`src/rtl/tgc_pkg.sv`:
```
// ----------------------------------------------------------------------------
// tgc_pkg: shared types and constants of the touch gesture classifier
// Event kinds, action codes, register indexes and the configuration bundle.
// ----------------------------------------------------------------------------
`default_nettype none

package tgc_pkg;

   localparam int COORD_BITS_DEFAULT = 10;

   // Configuration register width and index width.
   localparam int CFG_W     = 10;
   localparam int CSR_IDX_W = 1;

   localparam logic [CSR_IDX_W-1:0] CSR_TAP_SLOP  = 1'd0;
   localparam logic [CSR_IDX_W-1:0] CSR_SWIPE_MIN = 1'd1;

   localparam logic [CFG_W-1:0] TAP_SLOP_RESET  = 10'd12;
   localparam logic [CFG_W-1:0] SWIPE_MIN_RESET = 10'd48;

   // Dominance ratio: the dominant axis times DOM_NUM must reach the other
   // axis times DOM_DEN.
   localparam int DOM_NUM = 4;
   localparam int DOM_DEN = 5;

   localparam int KIND_W   = 3;
   localparam int ACTION_W = 3;
   localparam int FINGER_W = 3;

   localparam logic [KIND_W-1:0] KIND_PRESS   = 3'd0;
   localparam logic [KIND_W-1:0] KIND_MOVE    = 3'd1;
   localparam logic [KIND_W-1:0] KIND_LONG    = 3'd2;
   localparam logic [KIND_W-1:0] KIND_RELEASE = 3'd3;
   localparam logic [KIND_W-1:0] KIND_LOST    = 3'd4;

   localparam logic [ACTION_W-1:0] ACT_NONE       = 3'd0;
   localparam logic [ACTION_W-1:0] ACT_RESET_PEAK = 3'd1;
   localparam logic [ACTION_W-1:0] ACT_PAGE_ONE   = 3'd2;
   localparam logic [ACTION_W-1:0] ACT_PAGE_ZERO  = 3'd3;
   localparam logic [ACTION_W-1:0] ACT_THEME_NEXT = 3'd4;
   localparam logic [ACTION_W-1:0] ACT_THEME_PREV = 3'd5;
   localparam logic [ACTION_W-1:0] ACT_BRIGHT     = 3'd6;

   typedef struct packed {
      logic [CFG_W-1:0] tap_slop;
      logic [CFG_W-1:0] swipe_min;
   } tgc_cfg_type;

endpackage

`default_nettype wire

```
`src/rtl/tgc_csr.sv`:
```
// ----------------------------------------------------------------------------
// tgc_csr: configuration registers
// Holds the tap slop and swipe threshold, written through the csr port.
// ----------------------------------------------------------------------------
`default_nettype none

module tgc_csr (
   input  wire logic                           clock,
   input  wire logic                           reset,
   input  wire logic                           csr_valid,
   output      logic                           csr_ready,
   input  wire logic [tgc_pkg::CSR_IDX_W-1:0]  csr_index,
   input  wire logic [tgc_pkg::CFG_W-1:0]      csr_wdata,
   output      tgc_pkg::tgc_cfg_type           cfg
);

   tgc_pkg::tgc_cfg_type cfg_ff;
   tgc_pkg::tgc_cfg_type cfg_in;

   assign csr_ready = 1'b1;
   assign cfg       = cfg_ff;

   always_comb begin
      cfg_in = cfg_ff;
      if (csr_valid) begin
         unique case (csr_index)
            tgc_pkg::CSR_TAP_SLOP:  cfg_in.tap_slop  = csr_wdata;
            tgc_pkg::CSR_SWIPE_MIN: cfg_in.swipe_min = csr_wdata;
            default: ;
         endcase
      end
   end

   always_ff @(posedge clock) begin
      if (reset) begin
         cfg_ff.tap_slop  <= tgc_pkg::TAP_SLOP_RESET;
         cfg_ff.swipe_min <= tgc_pkg::SWIPE_MIN_RESET;
      end else begin
         cfg_ff <= cfg_in;
      end
   end

endmodule

`default_nettype wire

```
`src/rtl/tgc_in_reg.sv`:
```
// ----------------------------------------------------------------------------
// tgc_in_reg: input register
// Captures one touch event per cycle while req_stall is low, and holds it until the engine takes it.
// ----------------------------------------------------------------------------
`default_nettype none

module tgc_in_reg #(
   parameter int COORD_BITS = tgc_pkg::COORD_BITS_DEFAULT
) (
   input  wire logic                          clock,
   input  wire logic                          reset,
   input  wire logic                          req_valid,
   output      logic                          req_stall,
   input  wire logic [tgc_pkg::KIND_W-1:0]    req_kind,
   input  wire logic [COORD_BITS-1:0]         req_pos_x,
   input  wire logic [COORD_BITS-1:0]         req_pos_y,
   input  wire logic [tgc_pkg::FINGER_W-1:0]  req_finger_count,
   input  wire logic                          req_media_busy,
   input  wire logic                          advance,
   output      logic                          ev_valid,
   output      logic [tgc_pkg::KIND_W-1:0]    ev_kind,
   output      logic [COORD_BITS-1:0]         ev_x,
   output      logic [COORD_BITS-1:0]         ev_y,
   output      logic                          ev_multi,
   output      logic                          ev_media
);

   logic                        valid_ff, valid_in;
   logic [tgc_pkg::KIND_W-1:0]  kind_ff;
   logic [COORD_BITS-1:0]       x_ff, y_ff;
   logic                        multi_ff, media_ff;
   logic                        take;

   // The held event leaves in the same cycle that a new one arrives.
   assign req_stall = valid_ff && !advance;
   assign take      = req_valid && !req_stall;

   always_comb begin
      if (take) begin
         valid_in = 1'b1;
      end else if (advance) begin
         valid_in = 1'b0;
      end else begin
         valid_in = valid_ff;
      end
   end

   always_ff @(posedge clock) begin
      if (reset) begin
         valid_ff <= 1'b0;
      end else begin
         valid_ff <= valid_in;
      end
   end

   always_ff @(posedge clock) begin
      if (take) begin
         kind_ff  <= req_kind;
         x_ff     <= req_pos_x;
         y_ff     <= req_pos_y;
         multi_ff <= (req_finger_count >= tgc_pkg::FINGER_W'(2));
         media_ff <= req_media_busy;
      end
   end

   assign ev_valid = valid_ff;
   assign ev_kind  = kind_ff;
   assign ev_x     = x_ff;
   assign ev_y     = y_ff;
   assign ev_multi = multi_ff;
   assign ev_media = media_ff;

endmodule

`default_nettype wire

```
`src/rtl/tgc_engine.sv`:
```
// ----------------------------------------------------------------------------
// tgc_engine: gesture state and classification
// Tracks the press, classifies releases and holds the result register.
// ----------------------------------------------------------------------------
`default_nettype none

module tgc_engine #(
   parameter int COORD_BITS = tgc_pkg::COORD_BITS_DEFAULT
) (
   input  wire logic                          clock,
   input  wire logic                          reset,
   input  wire tgc_pkg::tgc_cfg_type          cfg,
   input  wire logic                          ev_valid,
   input  wire logic [tgc_pkg::KIND_W-1:0]    ev_kind,
   input  wire logic [COORD_BITS-1:0]         ev_x,
   input  wire logic [COORD_BITS-1:0]         ev_y,
   input  wire logic                          ev_multi,
   input  wire logic                          ev_media,
   output      logic                          advance,
   output      logic                          rsp_valid,
   input  wire logic                          rsp_stall,
   output      logic [tgc_pkg::ACTION_W-1:0]  rsp_action,
   output      logic                          rsp_active_page_out
);

   localparam int DW    = COORD_BITS + 1;
   localparam int CMP_W = (DW > tgc_pkg::CFG_W) ? DW : tgc_pkg::CFG_W;
   localparam int PW    = CMP_W + 3;

   // Gesture state.
   logic [COORD_BITS-1:0] start_x_ff, start_x_in;
   logic [COORD_BITS-1:0] start_y_ff, start_y_in;
   logic [DW-1:0]         peak_dx_ff, peak_dx_in;
   logic [DW-1:0]         peak_dy_ff, peak_dy_in;
   logic                  pressing_ff, pressing_in;
   logic                  hold_done_ff, hold_done_in;
   logic                  two_seen_ff, two_seen_in;
   logic                  page_ff, page_in;

   // Result register.
   logic                          rsp_valid_ff, rsp_valid_in;
   logic [tgc_pkg::ACTION_W-1:0]  action_ff, action_in;
   logic                          page_out_ff;

   logic                  fire;
   logic [DW-1:0]         dx, dy, mag_dx, mag_dy, mag_pdx, mag_pdy;
   logic                  track_on;
   logic [DW-1:0]         pdx_t, pdy_t, ax, ay;
   logic [CMP_W-1:0]      ax_c, ay_c, slop_c, smin_c;
   logic [PW-1:0]         ax_num, ay_num, ax_den, ay_den;
   logic                  is_tap, is_hswipe, is_vswipe, suppressed;
   logic                  pdx_neg, pdx_pos;

   assign advance = !rsp_valid_ff || !rsp_stall;
   assign fire    = ev_valid && advance;

   // Excursion from the start point and its magnitude.
   assign dx      = {1'b0, ev_x} - {1'b0, start_x_ff};
   assign dy      = {1'b0, ev_y} - {1'b0, start_y_ff};
   assign mag_dx  = dx[DW-1] ? (~dx + 1'b1) : dx;
   assign mag_dy  = dy[DW-1] ? (~dy + 1'b1) : dy;
   assign mag_pdx = peak_dx_ff[DW-1] ? (~peak_dx_ff + 1'b1) : peak_dx_ff;
   assign mag_pdy = peak_dy_ff[DW-1] ? (~peak_dy_ff + 1'b1) : peak_dy_ff;

   always_comb begin
      unique case (ev_kind)
         tgc_pkg::KIND_MOVE:    track_on = pressing_ff;
         tgc_pkg::KIND_LONG:    track_on = pressing_ff && !hold_done_ff && !ev_multi;
         tgc_pkg::KIND_RELEASE: track_on = pressing_ff;
         default:               track_on = 1'b0;
      endcase
   end

   assign pdx_t = (track_on && (mag_dx > mag_pdx)) ? dx : peak_dx_ff;
   assign pdy_t = (track_on && (mag_dy > mag_pdy)) ? dy : peak_dy_ff;
   assign ax    = pdx_t[DW-1] ? (~pdx_t + 1'b1) : pdx_t;
   assign ay    = pdy_t[DW-1] ? (~pdy_t + 1'b1) : pdy_t;

   assign ax_c   = CMP_W'(ax);
   assign ay_c   = CMP_W'(ay);
   assign slop_c = CMP_W'(cfg.tap_slop);
   assign smin_c = CMP_W'(cfg.swipe_min);

   // Scale by 4 is a shift, scale by 5 is a shift plus the value.
   assign ax_num = {1'b0, ax_c, 2'b00};
   assign ay_num = {1'b0, ay_c, 2'b00};
   assign ax_den = {1'b0, ax_c, 2'b00} + PW'(ax_c);
   assign ay_den = {1'b0, ay_c, 2'b00} + PW'(ay_c);

   assign pdx_neg = pdx_t[DW-1];
   assign pdx_pos = !pdx_t[DW-1] && (pdx_t != '0);

   assign is_tap     = (ax_c < slop_c) && (ay_c < slop_c);
   assign is_hswipe  = (ax_c >= smin_c) && (ax_num >= ay_den);
   assign is_vswipe  = !page_ff && (ay_c >= smin_c) && (ay_num >= ax_den);
   assign suppressed = hold_done_ff || ev_media || two_seen_in;

   always_comb begin
      start_x_in   = start_x_ff;
      start_y_in   = start_y_ff;
      peak_dx_in   = pdx_t;
      peak_dy_in   = pdy_t;
      pressing_in  = pressing_ff;
      hold_done_in = hold_done_ff;
      page_in      = page_ff;
      action_in    = tgc_pkg::ACT_NONE;

      two_seen_in = (ev_kind == tgc_pkg::KIND_PRESS) ? 1'b0 : two_seen_ff;
      if ((ev_kind <= tgc_pkg::KIND_LOST) && ev_multi) begin
         two_seen_in = 1'b1;
      end

      unique case (ev_kind)
         tgc_pkg::KIND_PRESS: begin
            start_x_in   = ev_x;
            start_y_in   = ev_y;
            peak_dx_in   = '0;
            peak_dy_in   = '0;
            pressing_in  = 1'b1;
            hold_done_in = 1'b0;
         end
         tgc_pkg::KIND_MOVE: ;
         tgc_pkg::KIND_LONG: begin
            if (track_on) begin
               hold_done_in = 1'b1;
               action_in    = tgc_pkg::ACT_BRIGHT;
            end
         end
         tgc_pkg::KIND_RELEASE: begin
            if (pressing_ff) begin
               pressing_in  = 1'b0;
               hold_done_in = 1'b0;
               // A horizontal swipe candidate is never retested as vertical.
               if (!suppressed) begin
                  priority if (is_tap) begin
                     if (!page_ff) action_in = tgc_pkg::ACT_RESET_PEAK;
                  end else if (is_hswipe) begin
                     if (!page_ff && pdx_neg) begin
                        page_in   = 1'b1;
                        action_in = tgc_pkg::ACT_PAGE_ONE;
                     end else if (page_ff && pdx_pos) begin
                        page_in   = 1'b0;
                        action_in = tgc_pkg::ACT_PAGE_ZERO;
                     end
                  end else if (is_vswipe) begin
                     action_in = pdy_t[DW-1] ? tgc_pkg::ACT_THEME_NEXT
                                             : tgc_pkg::ACT_THEME_PREV;
                  end else begin
                     action_in = tgc_pkg::ACT_NONE;
                  end
               end
            end
         end
         tgc_pkg::KIND_LOST: begin
            if (pressing_ff) begin
               pressing_in  = 1'b0;
               hold_done_in = 1'b0;
            end
         end
         default: ;
      endcase
   end

   always_comb begin
      if (fire) begin
         rsp_valid_in = 1'b1;
      end else if (advance) begin
         rsp_valid_in = 1'b0;
      end else begin
         rsp_valid_in = rsp_valid_ff;
      end
   end

   always_ff @(posedge clock) begin
      if (reset) begin
         start_x_ff   <= '0;
         start_y_ff   <= '0;
         peak_dx_ff   <= '0;
         peak_dy_ff   <= '0;
         pressing_ff  <= 1'b0;
         hold_done_ff <= 1'b0;
         two_seen_ff  <= 1'b0;
         page_ff      <= 1'b0;
         rsp_valid_ff <= 1'b0;
      end else begin
         rsp_valid_ff <= rsp_valid_in;
         if (fire) begin
            start_x_ff   <= start_x_in;
            start_y_ff   <= start_y_in;
            peak_dx_ff   <= peak_dx_in;
            peak_dy_ff   <= peak_dy_in;
            pressing_ff  <= pressing_in;
            hold_done_ff <= hold_done_in;
            two_seen_ff  <= two_seen_in;
            page_ff      <= page_in;
         end
      end
   end

   always_ff @(posedge clock) begin
      if (fire) begin
         action_ff   <= action_in;
         page_out_ff <= page_in;
      end
   end

   assign rsp_valid           = rsp_valid_ff;
   assign rsp_action          = action_ff;
   assign rsp_active_page_out = page_out_ff;

endmodule

`default_nettype wire

```
`src/rtl/touch_gesture_classifier.sv`:
```
// ----------------------------------------------------------------------------
// touch_gesture_classifier: tap, swipe and hold classifier for touch events
// Turns single-pointer touch events into page, theme and brightness actions.
// ----------------------------------------------------------------------------
// Every accepted event yields exactly one result transaction carrying an
// action code and the page that is active after the event. The block takes one
// event per clock cycle while a held result does not stall it; an accepted
// event passes through the input register and then the result register,
// with the gesture state updated in the same cycle that the result register
// loads. A held result stalls the input side only when the input register is
// also full. Configuration writes are accepted in every cycle and should be
// issued while no event is in flight.
`default_nettype none

module touch_gesture_classifier #(
   parameter int COORD_BITS = tgc_pkg::COORD_BITS_DEFAULT
) (
   input  wire logic                          clock,
   input  wire logic                          reset,
   input  wire logic                          req_valid,
   output      logic                          req_stall,
   input  wire logic [tgc_pkg::KIND_W-1:0]    req_kind,
   input  wire logic [COORD_BITS-1:0]         req_pos_x,
   input  wire logic [COORD_BITS-1:0]         req_pos_y,
   input  wire logic [tgc_pkg::FINGER_W-1:0]  req_finger_count,
   input  wire logic                          req_media_busy,
   output      logic                          rsp_valid,
   input  wire logic                          rsp_stall,
   output      logic [tgc_pkg::ACTION_W-1:0]  rsp_action,
   output      logic                          rsp_active_page_out,
   input  wire logic                          csr_valid,
   output      logic                          csr_ready,
   input  wire logic [tgc_pkg::CSR_IDX_W-1:0] csr_index,
   input  wire logic [tgc_pkg::CFG_W-1:0]     csr_wdata
);

   tgc_pkg::tgc_cfg_type        cfg;
   logic                        advance;
   logic                        ev_valid;
   logic [tgc_pkg::KIND_W-1:0]  ev_kind;
   logic [COORD_BITS-1:0]       ev_x, ev_y;
   logic                        ev_multi, ev_media;

   tgc_csr u_csr (
      .clock     (clock),
      .reset     (reset),
      .csr_valid (csr_valid),
      .csr_ready (csr_ready),
      .csr_index (csr_index),
      .csr_wdata (csr_wdata),
      .cfg       (cfg)
   );

   tgc_in_reg #(.COORD_BITS(COORD_BITS)) u_in_reg (
      .clock            (clock),
      .reset            (reset),
      .req_valid        (req_valid),
      .req_stall        (req_stall),
      .req_kind         (req_kind),
      .req_pos_x        (req_pos_x),
      .req_pos_y        (req_pos_y),
      .req_finger_count (req_finger_count),
      .req_media_busy   (req_media_busy),
      .advance          (advance),
      .ev_valid         (ev_valid),
      .ev_kind          (ev_kind),
      .ev_x             (ev_x),
      .ev_y             (ev_y),
      .ev_multi         (ev_multi),
      .ev_media         (ev_media)
   );

   tgc_engine #(.COORD_BITS(COORD_BITS)) u_engine (
      .clock               (clock),
      .reset               (reset),
      .cfg                 (cfg),
      .ev_valid            (ev_valid),
      .ev_kind             (ev_kind),
      .ev_x                (ev_x),
      .ev_y                (ev_y),
      .ev_multi            (ev_multi),
      .ev_media            (ev_media),
      .advance             (advance),
      .rsp_valid           (rsp_valid),
      .rsp_stall           (rsp_stall),
      .rsp_action          (rsp_action),
      .rsp_active_page_out (rsp_active_page_out)
   );

endmodule

`default_nettype wire

```
`config.mk`:
```
export PLATFORM = sky130hd
export DESIGN_NAME = touch_gesture_classifier
export DESIGN_NICKNAME = d
export VERILOG_FILES = /design/src/rtl/tgc_pkg.sv /design/src/rtl/tgc_csr.sv /design/src/rtl/tgc_in_reg.sv /design/src/rtl/tgc_engine.sv /design/src/rtl/touch_gesture_classifier.sv
export SDC_FILE = /design/constraint.sdc
export NUM_CORES = 1
export LEC_CHECK = 0
export BUFFER_PORTS_ARGS = -buffer_cell sky130_fd_sc_hd__clkbuf_2
export CELL_PAD_IN_SITES_DETAIL_PLACEMENT = 2
export CELL_PAD_IN_SITES_GLOBAL_PLACEMENT = 2
export CORE_MARGIN = 2
export CORE_UTILIZATION = 34
export DETAILED_ROUTE_END_ITERATION = 16
export PLACE_DENSITY = 0.81
export SLEW_MARGIN = 20
export SYNTH_ARGS = -nofsm -noshare
export SYNTH_HDL_FRONTEND = slang
export SYNTH_SLANG_ARGS = --single-unit
```
`constraint.sdc`:
```
create_clock -name clock -period 8.6 [get_ports clock]
set_input_delay 1.29 -clock clock [delete_from_list [all_inputs] [get_ports clock]]
set_output_delay 1.29 -clock clock [all_outputs]
set_load 0.02 [all_outputs]
```
==> impl_metrics.ini, run 1 <==
[status]
status = completed

[sta]
fmax_mhz = 118.3
drv_slew = 0
setup_viol = 0
slew_headroom_pct = 25.07
worst_slew_pin_slew_ns = 1.115
skew_ns = 0.01963
finalCritPeriodShare_pct = 98.29
fin_setup_tns_ns = 0
finalHoldViolations = 0
fin_crit_ns = 8.453

[clock_network]
cts.sinks = 97
path_clk_slew_ns = 0.09
htreeDepth = 3
cts_made_buffers = 9
clkLatencyLatePin_ns = 0.37
cts_buffer_depth = 2
hold_buffers = 0
clock-root-buffer = clkbuf_16
cts_tree = yes

[critical_path]
path_buf_inv = 5
end_kind = flop
max_stage_delay_ns = 0.44
required_ns = 8.72
critical_path.top_delay_family = compound AO/OA/AOI/OAI gates
crit_path_start_kind = flop
crit_type = reg -> reg
worst_path_max_delay_cell = or3_4
worst_ep_arrival_time_ns = 8.57
worstPathMaxFanout = 4

[layout]
syn_to_final_growth_pct = 18.15
final_common_cell = nand2_1
fillers = 2846
layout-drive-gt1-share_pct = 17.75
final_nets = 1319
final_area_um2 = 10400
antenna_cells = 0
final_cell_mix = 135 x nand2_1, 107 x ha_1, 92 x a21oi_1
fin_util_pct = 41.06

[pwr]
p_comb_share_pct = 25.6
switching_share_pct = 33.78
seq_power_share_pct = 38.6
power_frac_clock_pct = 35.8
p_total_uw = 1285
p_int_uw = 850.9
power-per-cell-area_nw_per_um2 = 123.6
p_leak_uw = 0.004080
switchingPower_uw = 434.0
ir_worst_vdd_uv = 83.65

[global_route]
grt_pass1_wl_um = 48290
gr-total-overflow = 0
grt_max_degree = 69
antenna_found_initial = 0
grt.total_usage_pct = 22.47
grt_pass1_vias = 9350

[detailed_routing]
route.antenna.remaining_nets = 0
num_vias = 8496
drc = 0
wl_per_cell_um = 21.08
drt_iter0_drc = 327
vias_per_cell = 5.679
drt_first_pass_iters = 5
drt-total-wl_um = 31540

[floorplanning]
die_x_um = 164.9
start_util_pct = 34.75
die_h_um = 164.9
core_um2 = 25330
io_pins = 50
die_area_um2 = 27190
rows = 58

[placed_design]
routabilityCongestion = 0.8880
dp_hpwl_um = 22350
placed_area_um2 = 9623
port_buffers = 47

[synth]
netlist_instances = 1079
synth.largest_area_cell = ha_1
synth_simple_gate_area_share_pct = 18.23
synth_top_family_by_area = compound AO/OA/AOI/OAI gates
syn-num-nets = 1237
synth_seq_cells = 97
synth-xor-area-share_pct = 8.018
synth_top_cell_area_share_pct = 15.92
synthTopCellsByArea = ha_1 16%, dfxtp_1 15%, edfxtp_1 9.9%, nand2_1 5.8%, a21oi_1 5.6%
yosys.area_share.adder_pct = 17.29
synthDistinctLibCells = 93
synthFlopType = dfxtp_1
synth_compound_area_share_pct = 23.47
syn_avg_cell_area_um2 = 8.157
netlist_area_um2 = 8801
synth_warnings = 0
synthMuxAreaShare_pct = 2.303
async_reset_ff_share_pct = 0
ys_seq_area_share_pct = 25.36
synth_edf_count = 29

[min_path]
hold_class = reg -> reg

[run]
maxCapViolCount = 0
[power by group through the flow]
stage | clock (uW) | sequential (uW) | combinational (uW)
CTS | 470 | 496 | 305
global route | 483 | 499 | 362
floorplan | 0 | 504 | 191
finish | 460 | 496 | 329
global placement | 0 | 506 | 274
detailed placement | 0 | 507 | 291
[flip-flops by register name, summed over array words and instances, names as in the netlist, 3 cells and up]
register / flops
u_csr.cfg: 20
u_engine.peak_dx_ff: 11
u_engine.peak_dy_ff: 11
u_engine.start_x_ff: 10
u_engine.start_y_ff: 10
u_in_reg.ev_x: 10
u_in_reg.ev_y: 10
u_engine.rsp_action: 3
u_in_reg.ev_kind: 3
[routing by layer]
layer / part of all wire [%] / vias up / global-route usage, %
met5: 0 / - / 0
met4: 1.8 / 0 / 5.138
met3: 2.2 / 38 / 2.411
met2: 52 / 105 / 42.07
met1: 44 / 4308 / 27.48
li1: - / 4045 / -
[final cells by class]
cell class | count | area, um2 | area share, %
flip-flops and latches | 97 | 2232 | 21.47
inverters | 83 | 314.1 | 3.020
clock buffers | 9 | 225.2 | 2.166
clock inverters | 7 | 95.09 | 0.9145
repair buffers | 105 | 678.2 | 6.521
multi-input cells | 865 | 6441 | 61.94
well taps | 330 | 412.9 | 3.971
[tightest hold or removal path, delay by kind of cell (launching register included)]
family          cells  cell delay [ns]
flops               1             0.31
simple gates        1             0.05
compound gates      1             0.05
[kinds of logic (layout without fill, tap and decap cells)]
group,count (synthesis),in the layout
xor gates and xnor gates,78,78
and+or+nand+nor,337,337
adders and majority gates,121,121
muxes,19,19
other,1,1
DFF,97,97
buffers and inverters,117,204
AOI/OAI and AO/OA,309,309
[metrics by stage]
stage | hold WS [ns] | setup slack [ns] | instances
after floorplan | 0.4319 | 0.04915 | 1079
after global placement | 0.4411 | 0.1076 | 1465
after detailed placement | 0.4519 | -0.4299 | 1465
after CTS | 0.4616 | 0.007280 | 1488
after global routing | 0.4909 | -0.2194 | 1496
final | 0.4569 | 0.1473 | 1496
[synth_stat cells (10+ instances only)]
library cell	count
nand2b_1	10
a21o_1	16
edfxtp_1	29
ha_1	112
nor3_1	20
o21ai_0	57
nand3_1	17
a22oi_1	21
clkbuf_1	24
a211oi_1	11
nor2b_1	14
nand2_1	137
nor2_1	71
xor2_1	35
mux2i_1	14
xnor2_1	40
inv_1	79
dfxtp_1	68
o31ai_1	12
a21oi_1	99
[worst paths after layout]
kind,startpoint,end,slack (ns),cells after the start
setup / recovery,u_in_reg.ev_y[4],u_engine.rsp_active_page_out,0.15,41
hold / removal,u_engine.start_x_ff[5],u_engine.start_x_ff[5],0.46,2
setup reg to reg,u_in_reg.ev_y[4],u_engine.rsp_active_page_out,0.15,41
hold reg to reg,u_engine.start_x_ff[5],u_engine.start_x_ff[5],0.46,2
[what timing repair did]
action | CTS | global route
pin swaps | 7 | 38
setup buffers | 7 | 8
gates resized for setup | 16 | 54
endpoints found under the setup margin | 5 | 5
Power figures use the tool's default switching activity.
==> run 2, diff against run 1 <==
CTS_CLUSTER_SIZE = 14   (was unset)
PLACE_DENSITY = unset   (was 0.81)
PLACE_DENSITY_LB_ADDON = 0.25   (was unset)
==> impl_metrics.ini, run 2 (synthesis gave the netlist of run 1 again) <==
[status]
status = completed

[floorplanning]
die_area_um2 = 27190
die_x_um = 164.9
io_pins = 50
die_h_um = 164.9
core_um2 = 25330
rows = 58
start_util_pct = 34.75

[clock_network]
cts_made_buffers = 9
clkLatencyLatePin_ns = 0.38
cts_tree = yes
cts_buffer_depth = 2
cts.sinks = 97
htreeDepth = 3
clock-root-buffer = clkbuf_16
path_clk_slew_ns = 0.09

[detailed_routing]
drt_first_pass_iters = 4
route.antenna.remaining_nets = 0
drt-total-wl_um = 30210
wl_per_cell_um = 20.23
num_vias = 8374
drt_iter0_drc = 363
drc = 0
vias_per_cell = 5.609

[layout]
layout-drive-gt1-share_pct = 17.97
fin_util_pct = 41.10
final_common_cell = nand2_1
final_nets = 1316
largest_register_ffs = 20
final_cell_mix = 136 x nand2_1, 105 x ha_1, 88 x a21oi_1
multi_input_area_um2 = 6460
antenna_cells = 0
regArea_um2 = 2232
fin_cells = 1493
syn_to_final_growth_pct = 18.27
fillers = 2839

[global_route]
grt_pass1_wl_um = 46890
antenna_found_initial = 0
grt_pass1_vias = 8989
gr-total-overflow = 0
grt.total_usage_pct = 21.80
grt_max_degree = 69

[critical_path]
cpMostUsedCell = ha_1
required_ns = 8.82
reg2reg_slack_ns = 0.22
end_kind = flop
worst_ep_arrival_time_ns = 8.60
worst_path_max_delay_cell = xnor2_1
crit_type = reg -> reg
max_stage_delay_ns = 0.55
r2r_end = u_engine.rsp_action[0]
worstPathMaxFanout = 8
r2r_cells = 37
r2r-start = u_in_reg.ev_y[1]
crit_path_start_kind = flop

[placed_design]
routabilityCongestion = 0.8384
port_buffers = 47
dp_cells = 1461
dp_hpwl_um = 22050

[sta]
skew_ns = 0.01914
finalCritPeriodShare_pct = 97.41
worst_slew_pin_slew_ns = 1.129
slew_headroom_pct = 23.55
setup_viol = 0
fmax_mhz = 119.4
drv_slew = 0
fin_crit_ns = 8.377
hold_ws_ns = 0.4566
finalHoldViolations = 0

[min_path]
min_to = u_engine.peak_dx_ff[9]
hold_depth = 2
worstHoldStart = u_engine.peak_dx_ff[9]
hold_class = reg -> reg

[pwr]
power-per-cell-area_nw_per_um2 = 120.8
p_leak_uw = 0.004074
ir_worst_vdd_uv = 82.22
p_total_uw = 1257

[run]
maxCapViolCount = 0
[run 2: changes by cell type in the layout (fill, tap and decap cells not counted), sizes merged]
| cell | before | now |
|---|---|---|
| buf | 58 | 55 |
| bufinv | 1 | 0 |
| inv | 85 | 86 |
[run 2: power by group]
| part | total [uW] | leakage [uW] | internal [uW] | switching [uW] |
|---|---|---|---|---|
| registers | 496 | 0.000830 | 486 | 10.0 |
| clock network | 438 | 0.000156 | 213 | 225 |
| logic | 322 | 0.00309 | 129 | 193 |
| total | 1260 | 0.00407 | 829 | 428 |
[run 2: per-stage QoR]
stage	cell area (um2)	setup slack (ns)	TNS, ns
detailed placement	9605	-0.3681	-1.354
CTS	10010	0.01154	0
global route	10410	-0.2424	-0.9411
finish	10410	0.2228	0
floorplan	8801	0.04915	0
global placement	9605	0.1197	0
[run 2: worst max path at each step]
stage	from	endpoint	slack, ns	cells past startpoint
6_report	u_in_reg.ev_y[1]	u_engine.rsp_action[0]	0.22	37
4_1_cts	u_in_reg.ev_y[0]	u_engine.rsp_action[2]	0.01	43
3_5_place_dp	u_in_reg.ev_y[0]	u_engine.rsp_action[2]	-0.37	43
2_1_floorplan	u_in_reg.ev_y[4]	u_engine.rsp_action[2]	0.05	42
5_1_grt	u_in_reg.ev_y[1]	u_engine.rsp_action[0]	-0.24	40
3_3_place_gp	u_in_reg.ev_y[0]	u_engine.rsp_action[2]	0.12	43
[run 2: final cells by class]
cell class / instances / share of cell area (%)
inverter: 83 / 3.017
clock inverter: 7 / 0.9256
timing repair buffer: 102 / 6.419
multi-input combinational: 865 / 62.06
sequential: 97 / 21.44
tap: 330 / 3.967
clock buffer: 9 / 2.164
[run 2: what timing repair did]
item                       CTS  global route
setup endpoints to repair    5             5
setup buffers                6            10
resized for setup           12            61
pin swaps                    5            40
hold buffers                 0             0
[run 2: critical path, delay by kind of cell, from the launching register on]
kind	cells	cell delay, ns
flops	1	0.46
compound gates	18	3.29
fa+ha+maj	5	1.43
xor+xnor	2	0.68
buf+inv	3	0.46
simple gates	9	1.87
[run 2: routing by layer]
layer / vias to the layer above / part of all wire (%) / global-route usage, %
li1: 4041 / - / -
met1: 4200 / 45 / 27.49
met2: 101 / 51 / 39.65
met3: 32 / 2.2 / 3.089
met4: 0 / 1.6 / 4.071
met5: - / 0 / 0
==> run 3, diff against run 2 <==
ABC_AREA = 1   (was unset)
CELL_PAD_IN_SITES_DETAIL_PLACEMENT = 1   (was 2)
CORE_UTILIZATION = 33   (was 34)
==> impl_metrics.ini, run 3 <==
[status]
status = completed

[synth]
synth_commonest_cells = 282 x nand2_1, 208 x inv_1, 112 x ha_1, 109 x a21oi_1, 82 x nor2_1
synthDistinctLibCells = 59
netlist_area_um2 = 9171
synthMuxAreaShare_pct = 0
synth_edf_count = 29
syn-num-nets = 1472
async_reset_ff_share_pct = 0
synth.most_common_cell = nand2_1
ys_seq_area_share_pct = 24.34
synth.largest_area_cell = ha_1
synth-xor-area-share_pct = 5.798
synth_warnings = 0
synth_simple_gate_area_share_pct = 28.36
synth_top_cell_area_share_pct = 15.28
netlist_instances = 1314
synth_seq_cells = 97
synthFlopType = dfxtp_1
yosys.area_share.adder_pct = 15.93
synth_compound_area_share_pct = 14.57
synth_top_family_by_area = simple AND/OR/NAND/NOR gates
syn_avg_cell_area_um2 = 6.980
synthTopCellsByArea = ha_1 15%, dfxtp_1 15%, nand2_1 12%, edfxtp_1 9.5%, inv_1 8.5%

[min_path]
hold_depth = 2
worstHoldStart = u_engine.start_x_ff[9]
hold_class = reg -> reg
min_to = u_engine.start_x_ff[9]

[pwr]
power-per-cell-area_nw_per_um2 = 122.1
switchingPower_uw = 421.5
switching_share_pct = 34.21
p_int_uw = 810.6
seq_power_share_pct = 40.3
p_leak_uw = 0.004937
p_comb_share_pct = 24.6
ir_worst_vdd_uv = 82.85
power_frac_clock_pct = 35.0

[critical_path]
r2r_end = u_engine.rsp_action[1]
r2r-start = u_in_reg.ev_y[0]
required_ns = 8.75
max_stage_delay_ns = 0.44
r2r_cells = 45
reg2reg_slack_ns = 1.01
crit_path_start_kind = flop
worstPathMaxFanout = 21
worst_path_max_delay_cell = fa_1
crit_type = reg -> reg
cpMostUsedCell = nand2_1
worst_ep_arrival_time_ns = 7.75
end_kind = flop

[detailed_routing]
drc = 0
num_vias = 8273
drt_iter0_drc = 236
drt_first_pass_iters = 4
route.antenna.remaining_nets = 0
vias_per_cell = 4.768
drt-total-wl_um = 25120
wl_per_cell_um = 14.48

[clock_network]
cts_made_buffers = 9
hold_buffers = 0
clock-root-buffer = clkbuf_16
cts.sinks = 97
clkLatencyLatePin_ns = 0.37
cts_tree = yes
path_clk_slew_ns = 0.07
cts_resized = 0
post-cts-setup-buffers = 0
cts_buffer_depth = 2
htreeDepth = 3

[layout]
final_cell_mix = 282 x nand2_1, 208 x inv_1, 112 x ha_1
syn_to_final_growth_pct = 10.01
antenna_cells = 0
largest_register_ffs = 20
fin_util_pct = 36.62
layout-drive-gt1-share_pct = 12.16
final_nets = 1510
final_common_cell = nand2_1

[sta]
fin_crit_ns = 7.592
rsz0062_at_grt = false
finalCritPeriodShare_pct = 88.28
fin_setup_tns_ns = 0
finalHoldViolations = 0
setup_viol = 0
hold_ws_ns = 0.4563
skew_ns = 0.01609
slew_headroom_pct = 37.92
fmax_mhz = 131.7
worst_slew_pin_slew_ns = 0.9302
drv_slew = 0

[floorplanning]
io_pins = 50
start_util_pct = 33.29
rows = 61
die_h_um = 170.7
die_area_um2 = 29140
core_um2 = 27550
die_x_um = 170.7

[global_route]
gr-total-overflow = 0
antenna_found_initial = 0
grt_max_degree = 38
grt.total_usage_pct = 18.06
grt_pass1_vias = 8431
grt_pass1_wl_um = 41970

[run]
maxCapViolCount = 0

[placed_design]
routabilityCongestion = 0.8131
port_buffers = 47
dp_hpwl_um = 20930
run 3: kinds of logic (layout without fill, tap and decap cells):
family / count (synthesis) / in the layout
other cells: 1 / 1
compound gates: 232 / 232
simple gates: 553 / 553
xor+xnor: 59 / 59
flops: 97 / 97
buf+inv: 257 / 300
fa+ha+maj: 115 / 115
run 3: stage by stage:
stage / instance area (um2) / setup WS (ns) / power, uW / instances
finish: 10090 / 1.008 / 1232 / 1735
global route: 10090 / 0.2344 / 1318 / 1735
CTS: 10090 / 0.8786 / 1261 / 1735
detailed placement: 9783 / 0.9353 / 815.8 / 1719
global placement: 9783 / 1.039 / 808.2 / 1719
floorplan: 9171 / 2.277 / 734.8 / 1314
run 3: routing by layer:
layer | vias up | track usage, % | wire length [um]
li1 | 4375 | - | -
met1 | 3817 | 23.73 | 12410
met2 | 68 | 31.91 | 12020
met3 | 13 | 2.036 | 451
met4 | 0 | 3.567 | 229
met5 | - | 0 | 0
run 3: power groups by stage:
stage	logic [uW]	clock network (uW)	registers [uW]
final	304	432	497
after global routing	353	466	499
after CTS	310	454	497
after detailed placement	308	0	508
after global placement	301	0	507
after floorplan	228	0	506
run 3: how the worst max path moves through the flow:
stage / start / to / cells after the start
6_report: u_in_reg.ev_y[0] / u_engine.rsp_action[1] / 45
3_5_place_dp: u_in_reg.ev_x[0] / u_engine.rsp_action[2] / 43
2_1_floorplan: u_in_reg.ev_y[0] / u_engine.rsp_active_page_out / 48
4_1_cts: u_in_reg.ev_x[0] / u_engine.rsp_action[2] / 43
3_3_place_gp: u_in_reg.ev_y[0] / u_engine.rsp_action[1] / 45
5_1_grt: u_in_reg.ev_x[0] / u_engine.rsp_action[2] / 43
run 3: layout make-up:
| class | instances | area [um2] |
|---|---|---|
| Timing Repair Buffer | 50 | 257.7 |
| Clock buffer | 10 | 239.0 |
| Multi-Input combinational cell | 960 | 5934 |
| Sequential cell | 97 | 2232 |
| Inverter | 234 | 885.9 |
| Fill cell | 3558 | 17460 |
| Clock inverter | 6 | 67.56 |
| Tap cell | 378 | 473.0 |
run 3: critical path: cells and delay by family, from the launching register on:
family                     cells  cell delay (ns)
and+or+nand+nor               26             2.56
adders and majority gates      6             1.83
AOI/OAI and AO/OA              5             1.55
xor gates and xnor gates       3             0.57
buffers and inverters          5             0.46
DFF                            1             0.38
